===== config.mk =====
export PLATFORM = sky130hd
export DESIGN_NAME = dsf_win
export DESIGN_NICKNAME = d
export VERILOG_FILES = /design/src/dsf_pkg.sv /design/src/dsf_win.sv
export SDC_FILE = /design/constraint.sdc
export NUM_CORES = 1
export LEC_CHECK = 0
export BUFFER_PORTS_ARGS = -buffer_cell sky130_fd_sc_hd__buf_4
export CORE_MARGIN = 4
export CORE_UTILIZATION = 40
export CTS_CLUSTER_DIAMETER = 100
export DETAILED_ROUTE_END_ITERATION = 8
export PLACE_DENSITY = 0.71
export SETUP_SLACK_MARGIN = 0.5
export SLEW_MARGIN = 0
export SYNTH_ARGS = -nofsm -noshare
export SYNTH_HDL_FRONTEND = slang
export SYNTH_SLANG_ARGS = --single-unit

===== constraint.sdc =====
create_clock -name i_clk -period 1.3 [get_ports i_clk]
set_input_delay 0.325 -clock i_clk [delete_from_list [all_inputs] [get_ports i_clk]]
set_output_delay 0.325 -clock i_clk [all_outputs]
set_load 0.005 [all_outputs]

===== src/dsf_pkg.sv =====
package dsf_pkg;

    localparam int DEF_MAX_SIDE = 1024;
    localparam int RST_SIDE     = 512;
    localparam int CFG_W        = 11;
    localparam int PIX_W        = 8;

    // Column sum of three pixels and the full 3x3 sums.
    localparam int COL_W = PIX_W + 2;
    localparam int SUM_W = PIX_W + 4;

    // Divide by nine as a multiply by ceil(2^16 / 9) and a shift; exact for every box sum.
    localparam int                BOX_SHIFT  = 16;
    localparam logic [SUM_W:0]    BOX_RECIP  = 13'd7282;
    localparam int                PROD_W     = SUM_W + SUM_W + 1;
    // Divide by sixteen is a shift.
    localparam int                WSUM_SHIFT = 4;

    // Column selection of the 3x3 window, which holds columns 0 (oldest) to 2 (newest).
    typedef enum logic [1:0] {
        SEL_NORM,    // left 0, centre 1, right 2
        SEL_MIRL,    // left edge: left 2, centre 1, right 2
        SEL_EDGE_SH, // right edge after a shift: left 0, centre 1, right 0
        SEL_EDGE     // right edge with no shift: left 1, centre 2, right 1
    } t_sel;

    typedef logic [2:0][PIX_W-1:0] t_col;
    typedef logic [2:0][2:0][PIX_W-1:0] t_win;

    typedef struct packed {
        logic proc;   // word shifts a new column into the window
        logic live;   // row lies inside the image, line stores are updated
        logic first;  // second image row: top row mirrors the current pixel
        logic emit;   // word produces a result
        t_sel sel;
        logic last;
    } t_ctl;

    typedef struct packed {
        t_sel sel;
        logic last;
    } t_emit;

endpackage


===== src/dsf_win.sv =====
module dsf_win #(
    parameter int MAX_SIDE = dsf_pkg::DEF_MAX_SIDE,
    localparam int AW = $clog2(MAX_SIDE)
) (
    input  logic                      i_clk,
    input  logic                      i_rst_n,
    input  logic                      i_load,
    input  dsf_pkg::t_ctl             i_ctl,
    input  logic [AW-1:0]             i_addr,
    input  logic [dsf_pkg::PIX_W-1:0] i_pixel,
    input  logic                      i_take,
    input  logic [dsf_pkg::PIX_W-1:0] i_rd_old,
    input  logic [dsf_pkg::PIX_W-1:0] i_rd_new,
    output logic                      o_ready,
    output logic                      o_we,
    output logic [AW-1:0]             o_waddr,
    output logic [dsf_pkg::PIX_W-1:0] o_wdata_old,
    output logic [dsf_pkg::PIX_W-1:0] o_wdata_new,
    output dsf_pkg::t_win             o_win,
    output logic                      o_emit_valid,
    output dsf_pkg::t_emit            o_emit
);
    import dsf_pkg::*;

    logic             r_v1;
    t_ctl             r_ctl;
    logic [AW-1:0]    r_addr;
    logic [PIX_W-1:0] r_pix;
    t_win             r_win;
    logic             fire;
    logic [PIX_W-1:0] top;
    logic [PIX_W-1:0] mid;
    logic [PIX_W-1:0] bot;

    assign fire    = r_v1 && i_take;
    assign o_ready = !r_v1 || i_take;

    // Line store data are registered alongside the word and reach the window stage together with it.
    always_comb begin
        if (r_ctl.live) begin
            bot = r_pix;
            mid = i_rd_new;
            top = r_ctl.first ? r_pix : i_rd_old;
        end else begin
            // Row past the bottom edge mirrors the row above the centre.
            top = i_rd_old;
            mid = i_rd_new;
            bot = i_rd_old;
        end
    end

    always_ff @(posedge i_clk) begin
        if (!i_rst_n) begin
            r_v1  <= 1'b0;
            r_win <= '0;
        end else begin
            if (o_ready) begin
                r_v1 <= i_load;
            end
            if (fire && r_ctl.proc) begin
                r_win[0]    <= r_win[1];
                r_win[1]    <= r_win[2];
                r_win[2][0] <= top;
                r_win[2][1] <= mid;
                r_win[2][2] <= bot;
            end
        end
    end

    always_ff @(posedge i_clk) begin
        if (o_ready) begin
            r_ctl  <= i_ctl;
            r_addr <= i_addr;
            r_pix  <= i_pixel;
        end
    end

    assign o_we         = fire && r_ctl.proc && r_ctl.live;
    assign o_waddr      = r_addr;
    assign o_wdata_old  = i_rd_new;
    assign o_wdata_new  = r_pix;
    assign o_win        = r_win;
    assign o_emit_valid = fire && r_ctl.emit;
    assign o_emit.sel   = r_ctl.sel;
    assign o_emit.last  = r_ctl.last;

endmodule


After elaboration in Yosys (flattened, before gate mapping)

Index checks and enable logic that the tools add are counted.

Register bits: 98
Bits in latches: 0
Bits in writable memories: 0
Memory bits (read-only): 0
Bits of input ports: 45
Output and inout bits: 104
Word-level logic and storage cells: 27
Memories: 0

Add/sub/neg operators: 0
Multipliers: 0
Div/mod/pow operators: 0
$lt $le $gt $ge: 0
Eq/ne operators: 0
Shift operators: 0
Multiplexer cells: 3
Bitwise logic cells: 0
Reductions and logical operators: 6

Operator list:

| operator            | number |
|---|---|
| $mux W8             | 3 |
| $logic_and A1 B1 Y1 | 4 |
| $logic_not A1 Y1    | 1 |
| $logic_or A1 B1 Y1  | 1 |

Logic depth before layout (Yosys ltp)

Depth after elaboration: 3
Mapped depth: 5
Gate-level depth less buffers: 3

Least setup slack after synthesis

OpenSTA, ideal clock, no wires.

Path type: input-to-reg
Start point: input i_take
End point: register r_ctl, in the netlist o_emit[0], enable pin
Library setup time: 0.388 ns
Arrival time: 1.020 ns
Required time: 0.912 ns
Setup slack: -0.108 ns
Cell stages on the path: 1
Path buffers: 0
Path through: nand2b_1

Cells in the longest elaborated chain, start to end: 1

Ends and longest elaborated chain:

| item                 | RTL line      | RTL |
|---|---|---|
| from (decl)          | dsf_win.sv:11 | `input logic i_take,` |
| $logic_or A1 B1 Y1   | dsf_win.sv:36 | `assign o_ready = !r_v1 \|\| i_take;` |
| to (signal assigned) | dsf_win.sv:72 | `r_ctl <= i_ctl;` |
| to (decl)            | dsf_win.sv:26 | `t_ctl r_ctl;` |

No other way between the ends.
A chain may end at the register's enable or synchronous reset.

Worst setup path in the final report

Start point: register r_ctl[6] (netlist name)
End point: output o_we

Cells in the longest elaborated chain, start to end: 2

Ends and longest elaborated chain:

| item                             | RTL line      | RTL |
|---|---|---|
| $logic_and A1 B1 Y1 (2 in a row) | dsf_win.sv:78 | `assign o_we = fire && r_ctl.proc && r_ctl.live;` |
| to (decl)                        | dsf_win.sv:15 | `output logic o_we,` |

No other way between the ends.

==> results.py <==
metrics = {
    "status": {
        "outcome": "finished, violations left",
        "violations": "negative setup slack",
    },
    "sta": {
        "period_share_pct": 120,
        "worst_slew_pin_slew_ps": 242,
        "rsz0062_at_grt": "true",
        "finalMaxSlewViolations": 0,
        "fin_crit_ps": 1560,
        "max_freq_ghz": 0.642,
        "holdWs_ps": 140,
        "final.setup_skew_ps": 9.06,
        "setup_viol": 73,
        "relSlewSlack_pct": 83.4,
        "setup_slack_ps": -257,
        "hold_viol": 0,
    },
    "yosys": {
        "synthArstFlopShare_pct": 0,
        "synth_seq_area_share_pct": 60.1,
        "synth.most_common_cell": "nand2_1",
        "ys.flop_type": "dfxtp_1",
        "syn_avg_cell_area_sq_um": 10.3,
        "synth_enable_flop_cells": 25,
        "synth.distinct_cells": 18,
        "synth_top_cell_area_share_pct": 39.7,
        "synthTopCellsByArea": "dfxtp_1 (40%), edfxtp_1 (20%), nand2_1 (12%)",
        "ys_ff_latch": 98,
        "yosys_warnings": 0,
        "synthCells": 358,
        "synth_area_leader_cell": "dfxtp_1",
        "synth_common_cells": "nand2_1 (120), dfxtp_1 (73), a21boi_0 (57), edfxtp_1 (25), buf_4 (17)",
        "syn_area_sq_um": 3680,
        "syn_nets": 403,
    },
    "worst_setup_path": {
        "reg2reg_depth": 7,
        "cp-end-kind": "primary output",
        "reg2reg_from": "r_ctl[6]",
        "cp-start-kind": "flop",
        "required_ps": 980,
        "reg2reg_slack_ps": -140,
        "path_class": "reg -> out",
        "cp_max_fo": 2,
        "r2r-end": "o_win[26]",
        "crit_arrival_ps": 1230,
    },
    "clocking": {
        "cts_hold_repair.buffers": 0,
        "clk_root_buffer_cell": "clkbuf_8",
        "cts_tree": "done",
        "h-tree-depth": 3,
        "clock-sinks": 98,
        "cts_buffers": 9,
        "clkTransAtPathRegs_ps": 100,
        "clock_path_buffers": 2,
        "insertion_delay_ps": 350,
    },
    "routing": {
        "wl_um": 12800,
        "wire_per_inst_um": 18.3,
        "via_count": 3458,
        "drc": 0,
        "dr.pass1.iters": 4,
        "ant_nets": 0,
        "viasPerCell": 4.95,
        "drtIter0Drc": 124,
    },
    "job": {
        "drv_cap": 0,
    },
    "min_path": {
        "hold_depth": 1,
        "min_path_type": "in -> reg",
        "worstHoldStart": "i_pixel[1]",
        "min_to": "o_wdata_new[1]",
    },
    "layout": {
        "n_antenna_cell": 0,
        "area_delta_synth_final_pct": 84.2,
        "fillerInstances": 568,
        "fin_util_pct": 76.7,
        "fin_nets": 630,
        "layout-drive-gt1-share_pct": 65.1,
    },
    "floorplanning": {
        "fp.coreArea_sq_um": 8850,
        "fp.dieW_um": 104,
        "fp-row-count": 34,
        "top_level_ports": 149,
        "dieArea_sq_um": 10800,
        "initial_core_util_pct": 41.6,
        "die_height_um": 104,
    },
    "grt": {
        "grt_pass1_vias": 3387,
        "grt_pass1_wl_um": 17200,
        "grt_overflow": 0,
        "grt_antenna_before_repair": 0,
        "grt_usage_pct": 19.7,
        "grt_max_degree": 32,
    },
    "pwr": {
        "irDropWorstVdd_v": 0.000743,
        "power.density_nw_per_um2": 928,
        "power_mw": 6.29,
        "leakagePower_nw": 3.08,
    },
    "place": {
        "gp_congestion": 0.740,
        "dp_slack_ps": -59.9,
        "dp_hpwl_um": 6500,
        "portBuffers": 148,
    },
}
[report_power, final]
group / switching [mW] / internal (mW) / leakage, nW
Sequential: 0.0622 / 3.22 / 0.885
Combinational: 0.331 / 0.553 / 2.09
Clock: 1.05 / 1.07 / 0.101
Total: 1.45 / 4.85 / 3.08
[state kept, by name, indices dropped and copies added, names as in the netlist]
name	cells
o_wdata_new	8
o_win	72
r_v1	1
o_waddr	10
r_ctl	4
o_emit	3
[worst max path at each step]
stage,endpoint,start,cells past startpoint
finish,o_we,r_ctl[6],3
global route,o_we,r_ctl[6],3
CTS,o_we,r_ctl[6],3
detailed placement,o_win[57],i_take,5
global placement,o_we,i_take,4
floorplan,o_we,r_ctl[6],5
[area by class of cell]
type,count,area (sq um),share of cell area (%)
Clock buffer,10,128,1.88
Tap cell,108,135,1.99
Multi-Input combinational cell,223,1410,20.8
Clock inverter,6,81.3,1.20
Sequential cell,98,2310,34.0
Timing Repair Buffer,252,2720,40.1
Inverter,1,3.75,0.0553
[repair_timing]
item	4_1_cts	5_1_grt
setup endpoints to repair	202	202
buffers inserted	55	22
pin swaps	2	1
cloned	4	11
resized for setup	175	103
[metrics by stage]
stage,cells,cell area (sq um),setup TNS [ps]
floorplan,358,3730,-74.3
global placement,590,4880,-0.937
detailed placement,590,4880,-189
CTS,665,6100,-2560
global route,698,6780,-8440
finish,698,6780,-4850
[routing by layer]
metal  wire (um)  global-route usage, %  vias up
li1            -                      -     1646
met1        4980                   21.7     1670
met2        6740                   35.5      130
met3         958                   8.13       12
met4         118                   4.27        0
met5           0                      0        -
[worst max-delay path, stage by stage (launching register included)]
cell and delay [ps]:
edfxtp_1 410, and3_4 210, and2_4 150, buf_6 110
[logic make-up (layout without fill, tap and decap cells)]
family | after synthesis | count (layout) | synth area share, %
AND/OR/NAND/NOR | 126 | 126 | 13.2
flip-flops | 98 | 98 | 60.1
AO/OA/AOI/OAI | 81 | 81 | 16.0
buffers and inverters | 37 | 269 | 6.39
multiplexers | 16 | 16 | 4.35
[layout by cell type, fill, tap and decap left out]
| master | Yosys | final |
|---|---|---|
| nand2_4 | 0 | 5 |
| clkinv_4 | 0 | 1 |
| dfxtp_4 | 0 | 1 |
| edfxtp_1 | 25 | 25 |
| a21boi_1 | 0 | 27 |
| o21ai_2 | 0 | 8 |
| a21boi_2 | 0 | 6 |
| clkbuf_8 | 0 | 9 |
| a21boi_0 | 57 | 24 |
| clkinvlp_2 | 0 | 1 |
| buf_6 | 3 | 111 |
| buf_8 | 0 | 7 |
| clkbuf_16 | 0 | 9 |
| a21oi_1 | 8 | 8 |
| dfxtp_2 | 0 | 72 |
| buf_16 | 0 | 5 |
| buf_4 | 17 | 112 |
| nand2_1 | 120 | 94 |
| clkinv_1 | 0 | 2 |
| bufinv_16 | 0 | 2 |
| and2_4 | 0 | 1 |
| o211a_1 | 8 | 8 |
| nand2b_4 | 0 | 1 |
| nand3_4 | 0 | 1 |
| clkbuf_1 | 8 | 1 |
| mux2i_1 | 16 | 16 |
| buf_12 | 0 | 8 |
| and3_4 | 0 | 2 |
| inv_1 | 1 | 1 |
| nand2_2 | 1 | 22 |
Power figures use the tool's default switching activity.
