File: src/dsf_pkg.sv
package dsf_pkg;

    localparam int DEF_MAX_SIDE = 1024;
    localparam int RST_SIDE     = 512;
    localparam int CFG_W        = 11;
    localparam int PIX_W        = 8;

    // Column sum of three pixels and the full 3x3 sums.
    localparam int COL_W = PIX_W + 2;
    localparam int SUM_W = PIX_W + 4;

    // Divide by nine as a multiply by ceil(2^16 / 9) and a shift; exact for every box sum.
    localparam int                BOX_SHIFT  = 16;
    localparam logic [SUM_W:0]    BOX_RECIP  = 13'd7282;
    localparam int                PROD_W     = SUM_W + SUM_W + 1;
    // Divide by sixteen is a shift.
    localparam int                WSUM_SHIFT = 4;

    // Column selection of the 3x3 window, which holds columns 0 (oldest) to 2 (newest).
    typedef enum logic [1:0] {
        SEL_NORM,    // left 0, centre 1, right 2
        SEL_MIRL,    // left edge: left 2, centre 1, right 2
        SEL_EDGE_SH, // right edge after a shift: left 0, centre 1, right 0
        SEL_EDGE     // right edge with no shift: left 1, centre 2, right 1
    } t_sel;

    typedef logic [2:0][PIX_W-1:0] t_col;
    typedef logic [2:0][2:0][PIX_W-1:0] t_win;

    typedef struct packed {
        logic proc;   // word shifts a new column into the window
        logic live;   // row lies inside the image, line stores are updated
        logic first;  // second image row: top row mirrors the current pixel
        logic emit;   // word produces a result
        t_sel sel;
        logic last;
    } t_ctl;

    typedef struct packed {
        t_sel sel;
        logic last;
    } t_emit;

endpackage

File: src/dsf_ctrl.sv
module dsf_ctrl #(
    parameter int MAX_SIDE = dsf_pkg::DEF_MAX_SIDE,
    localparam int SW = $clog2(MAX_SIDE + 2),
    localparam int AW = $clog2(MAX_SIDE)
) (
    input  logic                      i_clk,
    input  logic                      i_rst_n,
    input  logic                      i_cfg_we,
    input  logic [dsf_pkg::CFG_W-1:0] i_cfg_data,
    input  logic                      i_accept,
    input  logic                      i_mode,
    output logic                      o_load,
    output dsf_pkg::t_ctl             o_ctl,
    output logic [AW-1:0]             o_addr
);
    import dsf_pkg::*;

    localparam int RST_N = (RST_SIDE > MAX_SIDE) ? MAX_SIDE : RST_SIDE;

    logic [SW-1:0] r_side;
    logic [SW-1:0] r_row;
    logic [SW-1:0] r_col;
    logic [SW-1:0] n_row;
    logic [SW-1:0] n_col;
    logic [SW-1:0] cfg_n;
    logic [SW-1:0] row;
    logic [SW-1:0] col;
    logic          restart;
    logic          ignore;
    logic          pre;
    logic          post;

    // The side register holds the clamped side.
    always_comb begin
        if (i_cfg_data < CFG_W'(2)) begin
            cfg_n = SW'(2);
        end else if (32'(i_cfg_data) > MAX_SIDE) begin
            cfg_n = SW'(MAX_SIDE);
        end else begin
            cfg_n = SW'(i_cfg_data);
        end
    end

    always_comb begin
        restart = (r_col >= r_side) || (r_row > r_side + SW'(1));
        row     = restart ? '0 : r_row;
        col     = restart ? '0 : r_col;
        // A drain word while pixels of the image are still due is dropped.
        ignore  = i_mode && (row < r_side);

        o_ctl.proc  = row <= r_side;
        o_ctl.live  = row < r_side;
        o_ctl.first = row == SW'(1);
        pre         = (col == '0) && (row >= SW'(2));
        post        = o_ctl.proc && (col != '0) && (row != '0);
        o_ctl.emit  = pre || post;
        o_ctl.last  = pre && (row == r_side + SW'(1));
        if (post) begin
            o_ctl.sel = (col == SW'(1)) ? SEL_MIRL : SEL_NORM;
        end else if (o_ctl.proc) begin
            o_ctl.sel = SEL_EDGE_SH;
        end else begin
            o_ctl.sel = SEL_EDGE;
        end

        o_load = i_accept && !ignore;
        o_addr = col[AW-1:0];

        if (o_ctl.last) begin
            n_row = '0;
            n_col = '0;
        end else if (col + SW'(1) >= r_side) begin
            n_row = row + SW'(1);
            n_col = '0;
        end else begin
            n_row = row;
            n_col = col + SW'(1);
        end
    end

    always_ff @(posedge i_clk) begin
        if (!i_rst_n) begin
            r_side <= SW'(RST_N);
            r_row  <= '0;
            r_col  <= '0;
        end else if (i_cfg_we) begin
            r_side <= cfg_n;
            r_row  <= '0;
            r_col  <= '0;
        end else if (o_load) begin
            r_row <= n_row;
            r_col <= n_col;
        end
    end

endmodule

File: config.mk
export PLATFORM = sky130hd
export DESIGN_NAME = dsf_ctrl
export DESIGN_NICKNAME = d
export VERILOG_FILES = /design/src/dsf_pkg.sv /design/src/dsf_ctrl.sv
export SDC_FILE = /design/constraint.sdc
export NUM_CORES = 1
export LEC_CHECK = 0
export BUFFER_PORTS_ARGS = -buffer_cell sky130_fd_sc_hd__buf_2
export CAP_MARGIN = 5
export CORE_MARGIN = 2
export CORE_UTILIZATION = 56
export CTS_BUF_LIST = sky130_fd_sc_hd__clkbuf_4 sky130_fd_sc_hd__clkbuf_8
export CTS_CLUSTER_DIAMETER = 50
export DETAILED_ROUTE_END_ITERATION = 16
export HOLD_SLACK_MARGIN = 0.1
export PLACE_DENSITY = 0.84
export SLEW_MARGIN = 0
export SYNTH_ARGS = -nofsm -noshare
export SYNTH_HDL_FRONTEND = slang
export SYNTH_SLANG_ARGS = --single-unit
File: constraint.sdc
create_clock -name i_clk -period 6.13 [get_ports i_clk]
set_clock_uncertainty 0.2 [all_clocks]
set_input_delay 1.226 -clock i_clk [delete_from_list [all_inputs] [get_ports i_clk]]
set_output_delay 1.226 -clock i_clk [all_outputs]
set_load 0.02 [all_outputs]
### After elaboration in Yosys (flattened, before gate mapping)

Cells that the tools add are included.

| storage, ports and cells | value |
|---|---|
| register bits | 33 |
| bits of input ports | 16 |
| output and inout bits | 18 |

| operators by class | value |
|---|---|
| add/subtract/negate cells | 3 |
| $lt $le $gt $ge | 8 |
| eq/ne operators | 3 |
| mux-type cells | 11 |
| bitwise gates (word level) | 1 |
| reductions and logical operators | 13 |

Operators by type and width:

| operator | number |
|---|---|
| $mux W11 | 8 |
| $add A11 B1 Y11 const B | 3 |
| $eq A11 B1 Y1 const B | 2 |
| $ge A11 B11 Y1 | 2 |
| $reduce_bool A11 Y1 | 2 |
| $eq A11 B11 Y1 | 1 |
| $ge A11 B2 Y1 const B | 1 |
| $gt A11 B11 Y1 | 1 |
| $gt A11 B11 Y1 const B | 1 |
| $le A11 B11 Y1 | 1 |
| $logic_not A11 Y1 | 1 |
| $lt A11 B11 Y1 | 1 |
| $lt A11 B2 Y1 const B | 1 |
| $logic_and A1 B1 Y1 | 6 |
| $logic_or A1 B1 Y1 | 2 |
| $mux W1 | 2 |
| $mux W2 | 1 |
| $reduce_or A2 Y1 | 1 |
| $logic_not A1 Y1 | 1 |
| $not A1 Y1 | 1 |

### Depth between registers and ports, before layout

| logic depth | value |
|---|---|
| depth after elaboration | 8 |
| gate-level depth with buffers | 29 |
| gate-level depth less buffers | 28 |

### Least setup slack after synthesis

Ideal clock, no wire load.

| path | value |
|---|---|
| path kind | reg-to-output |
| start | register r_side[0] |
| end | output o_ctl[3] in the netlist's numbering |
| arrival | 4,795 ps |
| slack | -91 ps |
| cell stages (with the launch flop) | 21 |
| cell sequence | dfxtp_1 > ha_1 > nand3_2 > nor4_2 > xnor2_1 > ha_1 > nand4_1 > a211oi_1 > a2111oi_2 > o221ai_2 > or2_1 > buf_6 > nor2_1 > ha_1 > a211o_1 > a21oi_1 > and4b_1 > o21bai_1 > a21oi_1 > a41o_1 > a32o_1 |

RTL lines:

| what | line | source |
|---|---|---|
| start: declaration | dsf_ctrl.sv:20 | `logic [SW-1:0] r_side;` |
| start signal: assignment | dsf_ctrl.sv:83 | `r_side <= SW'(RST_N);` |
| start signal: assignment | dsf_ctrl.sv:87 | `r_side <= cfg_n;` |
| end: declaration | dsf_ctrl.sv:13 | `output dsf_pkg::t_ctl o_ctl,` |

==> metrics <==
fin area=4253 um2; Routed WL=11.45 mm; Post-DP Area=3709 um2; Sink Count=33; Post-route DRC=0; worst path buffer plus inverter count=3; top cell type's share of synthesized area=19.66%; Setup CP Type=flip-flop to output pin; Ys Warns=0; power per cell area=138.0 nW/um2; total number of H-tree levels=2; Core ar.=5851 um2; sequential share of the synthesized area=19.66%; post-synthesis register bit count=33; slew of the pin with the lowest slew margin=649.2 ps; CTS buffer count=5; total gr overflow=0; Max-slew headroom=56.72%; Die Ht=81.46 um; ys flop type=dfxtp_1; Critical Path Fanout Max=5; Worst path slowest cell=dfxtp_4; slowest stage delay, CP=380 ps; drt first-iter violations=446; via count=3700; Root Driver=clkbuf_8; clk_lat worst skew=290 ps; GPL Wtd Cong=1.059; Placement Setup Slack=47.56 ps; post-synthesis cell area=3359 um2; Die Span X=81.46 um; die footprint=6635 um2; Worst setup SP type=flip-flop; 1st-pass router iterations=8; Unique masters post-synth=63; ys async rst share=0%; Period minus WS final=6180 ps; failing checks=negative setup slack; final net count=558; Slew Viols, Final=0; outcome=complete, but fails checks; leakage=1.836 nW; DRT antenna net count=0; commonest non-fill, non-tap cell in the layout=nand2_1; CTS Hold Bufs=0; Rows=28; DP HPWL=8.119 mm; most frequent cells in the layout=nand2_1 (46), ha_1 (44), buf_4 (38), buf_2 (30), dfxtp_1 (26); clk buf depth=2; dpl cells=538; Fin. Hold Viols=0; IO Count=34; Synth Instances=424; initial antenna violation count=0; P&R area growth vs syn=26.59%; Mapped Avg Cell Area=7.923 um2; final non-filler cell total=566; CP Cell Sequence=buf_6 -> nand4_1 -> nor4_2 -> xnor2_1 -> ha_1 -> nand4_1 -> buf_4 -> a211oi_4 -> a2111oi_4 -> o221ai_4 -> or2_4 -> nor2_4 -> ha_1 -> nor2b_2 -> o2111ai_1 -> and4b_1 -> o21bai_1 -> a21oi_2 -> a41o_1 -> a32o_2 -> buf_6; Worst VDD drop=104.6 uV; CP endpoint kind=output pin; kind of cell adding the most delay to the critical path=compound AO/OA/AOI/OAI gates; final worst slack=-50.39 ps; first-pass GRT wire length=16.27 mm; CTS tree=yes; vias in the first global route=3368; fill cell count=398; gr usage total=32.32%; Max Cap Viol=0; Synth area leaders=dfxtp_1 (20%), ha_1 (19%), nand2_1 (5.1%); largest net degree at the start of global routing=17; setup tns final=-50.39 ps; RSZ-0062 raised after global routing=true; Post-Syn Nets=492; diode count=0; layout cell share with drive strength beyond 1=27.49%; # setup viols final=1; Req. time, crit path=4700 ps; post-DR vias/cell=6.537; Max Fclk=161.8 MHz; Worst EP arrival=4750 ps; area leader, netlist=dfxtp_1; Routed WL per cell=20.23 um; type of the tightest min-delay check=flip-flop to flip-flop; number of synthesized flops with an enable pin=0; Final period util=100.8%; CTS clk-pin slew, worst paths=80 ps; port bufs=33; Initial Utilization=57.42%
==> stage by stage <==
| step | hold WS (ps) | util [%] | power, mW |
|---|---|---|---|
| 2_1_floorplan | 276.9 | - | 0.2993 |
| 3_3_place_gp | 346.4 | 63.39 | 0.3360 |
| 3_5_place_dp | 356.0 | 63.39 | 0.3385 |
| 4_1_cts | 367.5 | 66.15 | 0.5551 |
| 5_1_grt | 402.7 | 72.69 | 0.6040 |
| 6_report | 368.1 | 72.69 | 0.5868 |
==> cells by family (layout without fill, tap and decap cells) <==
kind of cell             count (synthesis)  count (layout)  share of synthesized area, %
AO/OA/AOI/OAI                           92              92                         20.63
XOR/XNOR                                24              24                         6.257
adder cells (fa/ha/maj)                 52              52                         19.37
buffers and inverters                   45             112                         5.661
flip-flops                              33              33                         19.66
multiplexers                             2               2                        0.5959
AND/OR/NAND/NOR                        176             176                         27.82
==> report_power, final <==
part	total [mW]	internal [mW]	switching, mW
sequential	0.223	0.218	0.00549
clock	0.220	0.122	0.0981
combinational	0.143	0.0602	0.0833
==> area by class of cell <==
type | count | area, um2 | share of cell area [%]
Tap cell | 75 | 93.84 | 2.207
Timing Repair Buffer | 75 | 540.5 | 12.71
Clock buffer | 5 | 68.82 | 1.618
Clock inverter | 3 | 46.29 | 1.089
Inverter | 29 | 112.6 | 2.648
Multi-Input combinational cell | 346 | 2719 | 63.93
Sequential cell | 33 | 671.9 | 15.80
==> layer usage <==
metal | vias up | global-route usage, % | wire, um
met1 | 1758 | 40.40 | 4492
met4 | 0 | 14.41 | 500
li1 | 1689 | - | -
met2 | 205 | 54.59 | 5469
met5 | - | 0 | 0
met3 | 48 | 5.165 | 988
==> flip-flops by register name, summed over array words and instances, names as in the netlist <==
register and cells:
r_col 11, r_row 11, r_side 11
==> path summary, 6_finish.rpt <==
kind,slack [ps],end,cells past startpoint,start
min reg2reg,370,r_col[0]$_SDFFE_PP0P_,2,r_col[0]$_SDFFE_PP0P_
min,370,r_col[0]$_SDFFE_PP0P_,2,r_col[0]$_SDFFE_PP0P_
max reg2reg,160,r_row[10]$_SDFFE_PP0P_,28,r_side[0]$_SDFFE_PN0P_
max,-50,o_ctl[3],21,r_side[0]$_SDFFE_PN0P_
==> cell usage after synthesis, types with 4 or more instances <==
master and instances:
a21o_1 4, xnor2_1 18, a32o_1 7, ha_1 52
a22o_1 5, nor4_1 7, dfxtp_1 33, clkbuf_1 8
o21ai_1 4, nand4_1 17, nand3b_1 4, a21oi_1 17
nor2b_1 8, nor2_1 30, xor2_1 6, nor3_1 11
o21ai_0 18, nand3_1 12, nand2_1 46, buf_2 5
and2_1 15, and3_1 7, inv_1 28
==> worst register-to-register path: cells and delay by family (launching register included) <==
kind	cells	cell delay, ps
DFF	1	380
xor gates and xnor gates	2	350
buffers and inverters	3	450
adders and majority gates	3	830
AOI/OAI and AO/OA	6	1210
and+or+nand+nor	14	2450
==> repair_timing <==
item,CTS,global route
pin swaps,4,21
resized for setup,9,48
endpoints found under the setup margin,6,9
setup buffers,1,18
cloned,0,1
Power figures use the tool's default switching activity.
