## src/dsf_pkg.sv

```systemverilog
package dsf_pkg;

    localparam int DEF_MAX_SIDE = 1024;
    localparam int RST_SIDE     = 512;
    localparam int CFG_W        = 11;
    localparam int PIX_W        = 8;

    // Column sum of three pixels and the full 3x3 sums.
    localparam int COL_W = PIX_W + 2;
    localparam int SUM_W = PIX_W + 4;

    // Divide by nine as a multiply by ceil(2^16 / 9) and a shift; exact for every box sum.
    localparam int                BOX_SHIFT  = 16;
    localparam logic [SUM_W:0]    BOX_RECIP  = 13'd7282;
    localparam int                PROD_W     = SUM_W + SUM_W + 1;
    // Divide by sixteen is a shift.
    localparam int                WSUM_SHIFT = 4;

    // Column selection of the 3x3 window, which holds columns 0 (oldest) to 2 (newest).
    typedef enum logic [1:0] {
        SEL_NORM,    // left 0, centre 1, right 2
        SEL_MIRL,    // left edge: left 2, centre 1, right 2
        SEL_EDGE_SH, // right edge after a shift: left 0, centre 1, right 0
        SEL_EDGE     // right edge with no shift: left 1, centre 2, right 1
    } t_sel;

    typedef logic [2:0][PIX_W-1:0] t_col;
    typedef logic [2:0][2:0][PIX_W-1:0] t_win;

    typedef struct packed {
        logic proc;   // word shifts a new column into the window
        logic live;   // row lies inside the image, line stores are updated
        logic first;  // second image row: top row mirrors the current pixel
        logic emit;   // word produces a result
        t_sel sel;
        logic last;
    } t_ctl;

    typedef struct packed {
        t_sel sel;
        logic last;
    } t_emit;

endpackage

```

## src/dsf_calc.sv

```systemverilog
module dsf_calc (
    input  logic                      i_clk,
    input  logic                      i_rst_n,
    input  logic                      i_emit_valid,
    input  dsf_pkg::t_emit            i_emit,
    input  dsf_pkg::t_win             i_win,
    output logic                      o_take,
    output logic                      o_valid,
    input  logic                      i_ready,
    output logic [dsf_pkg::PIX_W-1:0] o_box_mean,
    output logic [dsf_pkg::PIX_W-1:0] o_weighted_mean,
    output logic                      o_last
);
    import dsf_pkg::*;

    logic              r_v2;
    t_emit             r_e2;
    logic              r_v3;
    logic [SUM_W-1:0]  r_box;
    logic [SUM_W-1:0]  r_wsum;
    logic              r_last3;
    logic              r_ov;
    logic [PIX_W-1:0]  r_box_mean;
    logic [PIX_W-1:0]  r_wmean;
    logic              r_olast;
    logic              mv_o;
    logic              en3;
    t_col              cl;
    t_col              cc;
    t_col              cr;
    logic [COL_W-1:0]  sl;
    logic [COL_W-1:0]  sc;
    logic [COL_W-1:0]  sr;
    logic [COL_W-1:0]  wl;
    logic [COL_W-1:0]  wc;
    logic [COL_W-1:0]  wr;
    logic [SUM_W-1:0]  box;
    logic [SUM_W-1:0]  wsum;
    logic [PROD_W-1:0] prod;

    assign mv_o   = !r_ov || i_ready;
    assign en3    = !r_v3 || mv_o;
    assign o_take = !r_v2 || en3;

    always_comb begin
        case (r_e2.sel)
            SEL_NORM: begin
                cl = i_win[0];
                cc = i_win[1];
                cr = i_win[2];
            end
            SEL_MIRL: begin
                cl = i_win[2];
                cc = i_win[1];
                cr = i_win[2];
            end
            SEL_EDGE_SH: begin
                cl = i_win[0];
                cc = i_win[1];
                cr = i_win[0];
            end
            SEL_EDGE: begin
                cl = i_win[1];
                cc = i_win[2];
                cr = i_win[1];
            end
            default: begin
                cl = i_win[0];
                cc = i_win[1];
                cr = i_win[2];
            end
        endcase

        sl = COL_W'(cl[0]) + COL_W'(cl[1]) + COL_W'(cl[2]);
        sc = COL_W'(cc[0]) + COL_W'(cc[1]) + COL_W'(cc[2]);
        sr = COL_W'(cr[0]) + COL_W'(cr[1]) + COL_W'(cr[2]);
        wl = COL_W'(cl[0]) + (COL_W'(cl[1]) << 1) + COL_W'(cl[2]);
        wc = COL_W'(cc[0]) + (COL_W'(cc[1]) << 1) + COL_W'(cc[2]);
        wr = COL_W'(cr[0]) + (COL_W'(cr[1]) << 1) + COL_W'(cr[2]);

        box  = SUM_W'(sl) + SUM_W'(sc) + SUM_W'(sr);
        wsum = SUM_W'(wl) + (SUM_W'(wc) << 1) + SUM_W'(wr);
        prod = PROD_W'(r_box) * PROD_W'(BOX_RECIP);
    end

    always_ff @(posedge i_clk) begin
        if (!i_rst_n) begin
            r_v2 <= 1'b0;
            r_v3 <= 1'b0;
            r_ov <= 1'b0;
        end else begin
            if (o_take) begin
                r_v2 <= i_emit_valid;
            end
            if (en3) begin
                r_v3 <= r_v2;
            end
            if (mv_o) begin
                r_ov <= r_v3;
            end
        end
    end

    always_ff @(posedge i_clk) begin
        if (o_take) begin
            r_e2 <= i_emit;
        end
        if (en3 && r_v2) begin
            r_box   <= box;
            r_wsum  <= wsum;
            r_last3 <= r_e2.last;
        end
        if (mv_o && r_v3) begin
            r_box_mean <= prod[BOX_SHIFT +: PIX_W];
            r_wmean    <= r_wsum[WSUM_SHIFT +: PIX_W];
            r_olast    <= r_last3;
        end
    end

    assign o_valid         = r_ov;
    assign o_box_mean      = r_box_mean;
    assign o_weighted_mean = r_wmean;
    assign o_last          = r_olast;

endmodule

```

## config.mk

```make
export PLATFORM = sky130hd
export DESIGN_NAME = dsf_calc
export DESIGN_NICKNAME = d
export VERILOG_FILES = /design/src/dsf_pkg.sv /design/src/dsf_calc.sv
export SDC_FILE = /design/constraint.sdc
export NUM_CORES = 1
export LEC_CHECK = 0
export ABC_CLOCK_PERIOD_IN_PS = 11300
export BUFFER_PORTS_ARGS = -buffer_cell sky130_fd_sc_hd__buf_4
export CORE_MARGIN = 2
export CORE_UTILIZATION = 50
export CTS_CLUSTER_SIZE = 10
export DETAILED_ROUTE_END_ITERATION = 16
export GPL_TIMING_DRIVEN = 0
export PLACE_DENSITY = 0.72
export REMOVE_ABC_BUFFERS = 1
export SYNTH_ARGS = -nofsm -noshare
export SYNTH_HDL_FRONTEND = slang
export SYNTH_SLANG_ARGS = --single-unit
export TNS_END_PERCENT = 30
```

## constraint.sdc

```tcl
create_clock -name i_clk -period 11.3 [get_ports i_clk]
set_clock_uncertainty 0.05 [all_clocks]
set_input_delay 3.39 -clock i_clk [delete_from_list [all_inputs] [get_ports i_clk]]
set_output_delay 3.39 -clock i_clk [all_outputs]
set_load 0.02 [all_outputs]
```

* After elaboration in Yosys (flattened, before gate mapping)
Cells that the tools add are included.
** Word-level totals
- Output and inout port bits :: 19
- Register bits after elaboration :: 48
- Logic and storage cells :: 46
** Cells by class
- Eq/ne operators :: 3
- Add/sub/neg operators :: 16
- Muxes and demuxes :: 3
- Reductions and logical operators :: 12
- Multiply operators :: 1
** Operators by type and width (number)
- $pmux 24 s3 :: 2
- $pmux 24 s2 :: 1
- $add 10x8->10 :: 3
- $add 8x9->10 :: 3
- $add 9x8->10 :: 3
- $add 8x8->9 :: 3
- $mul 12x12->23 const B :: 1
- $add 10x11->12 :: 1
- $add 11x10->12 :: 1
- $add 12x10->12 :: 1
- $add 10x10->11 :: 1
- $eq 2x2->1 const B :: 2
- $reduce_or 2->1 :: 2
- $logic_not 1->1 :: 3
- $logic_or 1x1->1 :: 3
- $reduce_or 3->1 :: 1
- $eq 2x1->1 const B :: 1
- $logic_and 1x1->1 :: 2
- $logic_not 2->1 :: 1

* Longest topological paths before layout
- Word-level depth :: 7
- Gate-level depth with buffers :: 27
- Mapped depth without buffers :: 25

* Least setup slack after synthesis
Ideal clock, no wire load.
- Kind :: input port to flip-flop
- Start point :: in i_win[25] (netlist name)
- End point :: reg r_wsum[10] (data pin)
- Stages :: 23
- Buffers on the path :: 0
- Required time :: 10992 ps
- Data arrival time :: 8100 ps
- Setup slack :: 2892 ps
- Cells stage by stage :: mux2_2 -> fa_1 -> ha_1 -> inv_1 -> fa_1 -> nor2b_1 -> o21ai_0 -> a21oi_1 -> o21a_1 -> nor2_1 -> xnor2_1 -> fa_1 -> ha_1 -> inv_1 -> fa_1 -> inv_1 -> ha_1 -> ha_1 -> and3_1 -> a21oi_1 -> nand3b_1 -> a21oi_1 -> xnor2_1
** On the way
- Word-level cells in the longest chain between the ends :: 5
- Elaborated cells on any way between the ends :: 11
** RTL lines
- start, declared :: line dsf_calc.sv:6 : input dsf_pkg::t_win i_win,
- $pmux 24 s3 / $pmux 24 s2 (equally long branches) :: line dsf_calc.sv:46 : case (r_e2.sel)
- $add 8x9->10 (on tied branches) :: line dsf_calc.sv:77, dsf_calc.sv:78
- $add 10x8->10 (on tied branches) :: line dsf_calc.sv:77, dsf_calc.sv:78
- $add 10x11->12 :: line dsf_calc.sv:82 : wsum = SUM_W'(wl) + (SUM_W'(wc) << 1) + SUM_W'(wr);
- $add 12x10->12 * :: line dsf_calc.sv:82
- named net wsum[10] :: line dsf_calc.sv:38 : logic [SUM_W-1:0] wsum;
- end signal, assigned :: line dsf_calc.sv:110 : r_wsum <= wsum;
- end, declared :: line dsf_calc.sv:20 : logic [SUM_W-1:0] r_wsum;
Mark *: on every way through the listed nets, which the timed path passes. The rest lies on a longest branch.
A chain may end at the register's enable or synchronous reset.

* Final worst setup path
Same ends and word-level chain as after synthesis.

==> impl_results.md <==
* Critical path's slowest cell: fa_1
* Commonest cells in the synthesized netlist: inv_1, fa_1, ha_1
* CP Cell Sequence: buf_4 -> mux2_2 -> fa_1 -> ha_1 -> inv_1 -> fa_1 -> nor2b_1 -> o21ai_0 -> a21oi_1 -> o21a_1 -> nor2_1 -> xnor2_1 -> fa_1 -> ha_1 -> inv_1 -> fa_1 -> inv_1 -> ha_1 -> ha_1 -> and3_1 -> a21oi_1 -> nand3b_1 -> a21oi_1 -> xnor2_1
* Vias in the first global route at 5534
* Postcts setup bufs at 0
* Largest family of logic cells by synthesized area: adder cells
* Initial drt markers at 223
* Clock transition at path regs at 0.06 ns
* Mean area per synthesized cell at 10.3 um^2
* Initial Util at 51.5%
* CP top delay family: adder cells
* CTS Buffer Depth at 2
* Async SR Flop Fraction at 0%
* Max_cap viols at 0
* Core area at 15300 um^2
* Row count at 45
* Layout cell share with drive strength beyond 1 at 16.6%
* Critical Path Start Type: input pin
* Fin crit period at 8.91 ns
* CP arrival at 8.89 ns
* RePlAce Congestion at 0.823
* Mapped cell area at 7890 um^2
* Post-Synth Simple-Gate Area at 5.06%
* Die Wd at 130 um
* CTS root buffer: clkbuf_16
* Synth Register Bits at 44
* CTS buffer count at 5
* Fin nets at 1169
* Status: complete, no violations
* Post-synth top area share at 32.8%
* Top cells by area, synth: fa_1, ha_1, edfxtp_1, inv_1, mux2i_1
* Drt total wl at 14800 um
* Synth warn at 0
* Clock Sinks at 44
* Main synth FF type: edfxtp_1
* I/O Buffers at 97
* Placed cell count at 1064
* Max stage delay on crit path at 0.55 ns
* Cell variety after synth at 40
* Largest net degree at the start of global routing at 27
* Post-DR wirelength/cell at 13.8 um
* Initial antenna violation count at 0
* Cells after Synth at 767
* Aggregate global routing overflow at 0
* First-pass DRT Iterations at 5
* Routed vias/inst at 4.97
* Post-detail-place hpwl at 13300 um
* CTS tree: done
* WS Path Type: in -> reg
* Hold Path Class: reg -> reg
* Layout area overhead at 16.4%
* Crit-path max FO at 4
* Post-CTS Hold Buffers at 0
* Slew HR at 13.9%
* Compound-gate portion of the synthesized area at 7.82%
* First-pass GRT wire length at 25800 um
* H-tree levels at 2
* Post-CTS sizing at 0
* Post-Synth Adder-Cell Area at 48.8%
* Latest clock arrival within the worst-skew pair at 0.29 ns
* Die area at 16800 um^2
* Mux share of post-synthesis cell area at 9.47%
* Remaining routing DRC violations at 0
* Die H at 130 um
* Slew @ Worst Pin at 1.29 ns
* Via count at 5324
* Number of diodes at 0
* Number of buffers and inverters on the critical path at 4
* Synth Area in XOR/XNOR at 3.11%
* Final Instance Count excl. Fillers at 1072
* Final setup vio count at 0
* EDFF count, synth at 41
* Fin. Hold Viols at 0
* GRT Overall Usage at 19.1%
* Peak Freq at 0.112 GHz
* Setup TNS at 0 ns
* I/O Pins at 98
* Setup crit end kind: register
* Post-layout util at 59.9%
* DRT antenna net count at 0
* Most numerous cell in the Yosys netlist: inv_1
* Pins Over Slew Limit at 0
* RSZ-0062 raised after global routing: no
* Fin crit share at 78.9%
* Seq/Total Area, Yosys at 16.4%
* Area leader, netlist: fa_1
* WP data required at 11.28 ns
## stage by stage
step	area (um^2)	hold WS, ns	setup WS, ns
6_report	9180	0.367	2.39
5_1_grt	9180	0.376	2.06
4_1_cts	9180	0.370	2.44
3_5_place_dp	8960	0.355	2.16
3_3_place_gp	8800	0.353	1.62
2_1_floorplan	7810	0.350	2.89
## final cells by class
| cell class | count | area (um^2) |
|---|---|---|
| clock inverter | 3 | 90.1 |
| sequential | 44 | 1290 |
| multi-input combinational | 528 | 5860 |
| tap | 211 | 264 |
| inverter | 177 | 664 |
| fill | 1294 | 6140 |
| clock buffer | 5 | 125 |
| timing repair buffer | 104 | 883 |
## cells by family after synthesis
logic type               Yosys count
XOR/XNOR                          28
adder cells (fa/ha/maj)          230
multiplexers                      72
buffers and inverters            195
AO/OA/AOI/OAI                    108
AND/OR/NAND/NOR                   90
flip-flops                        44
## worst reg2reg max path, stage by stage, from the launching register on
cell,delay (ns)
edfxtp_1,0.71
nand2_1,0.91
mux2_2,0.62
fa_1,0.55
ha_1,0.19
inv_1,0.07
fa_1,0.41
nor2b_1,0.13
o21ai_0,0.13
a21oi_1,0.23
o21a_1,0.16
nor2_1,0.05
xnor2_1,0.21
fa_1,0.46
ha_1,0.29
inv_1,0.05
fa_1,0.52
inv_1,0.04
ha_1,0.29
ha_1,0.36
and3_1,0.17
a21oi_1,0.27
nand3b_1,0.20
a21oi_1,0.22
xnor2_1,0.10
## registers in the layout (all words and copies together), names as in the netlist
register,flops
r_v3,1
o_valid,1
o_box_mean,8
o_weighted_mean,8
r_e2,3
r_last3,1
o_last,1
r_box,12
r_wsum,8
r_v2,1
## cells in the final DEF (no fill, tap or decap), types with 21 or more instances in the layout
cell and n:
nor2_1 43, ha_1 101, buf_4 97, nand2_1 22, edfxtp_1 41, mux2i_1 51, mux2_2 21, fa_1 129
o21ai_0 25, a21oi_1 57, inv_1 177
## worst paths after layout
path	start	end	slack, ns	cells past startpoint
min	r_last3	o_last	0.37	0
min reg2reg	r_last3	o_last	0.37	0
max	i_win[25]	r_wsum[10]	2.39	24
max reg2reg	r_e2[2]	r_wsum[10]	3.66	24
## routing by layer
layer	track usage, %	part of all wire (%)
met3	1.78	2.5
met1	26.3	46
met4	3.67	1.1
met5	0	0
met2	33.4	51
Power is not shown: default switching activity piles up to over one toggle a cycle in this logic, so the estimate is an artifact.
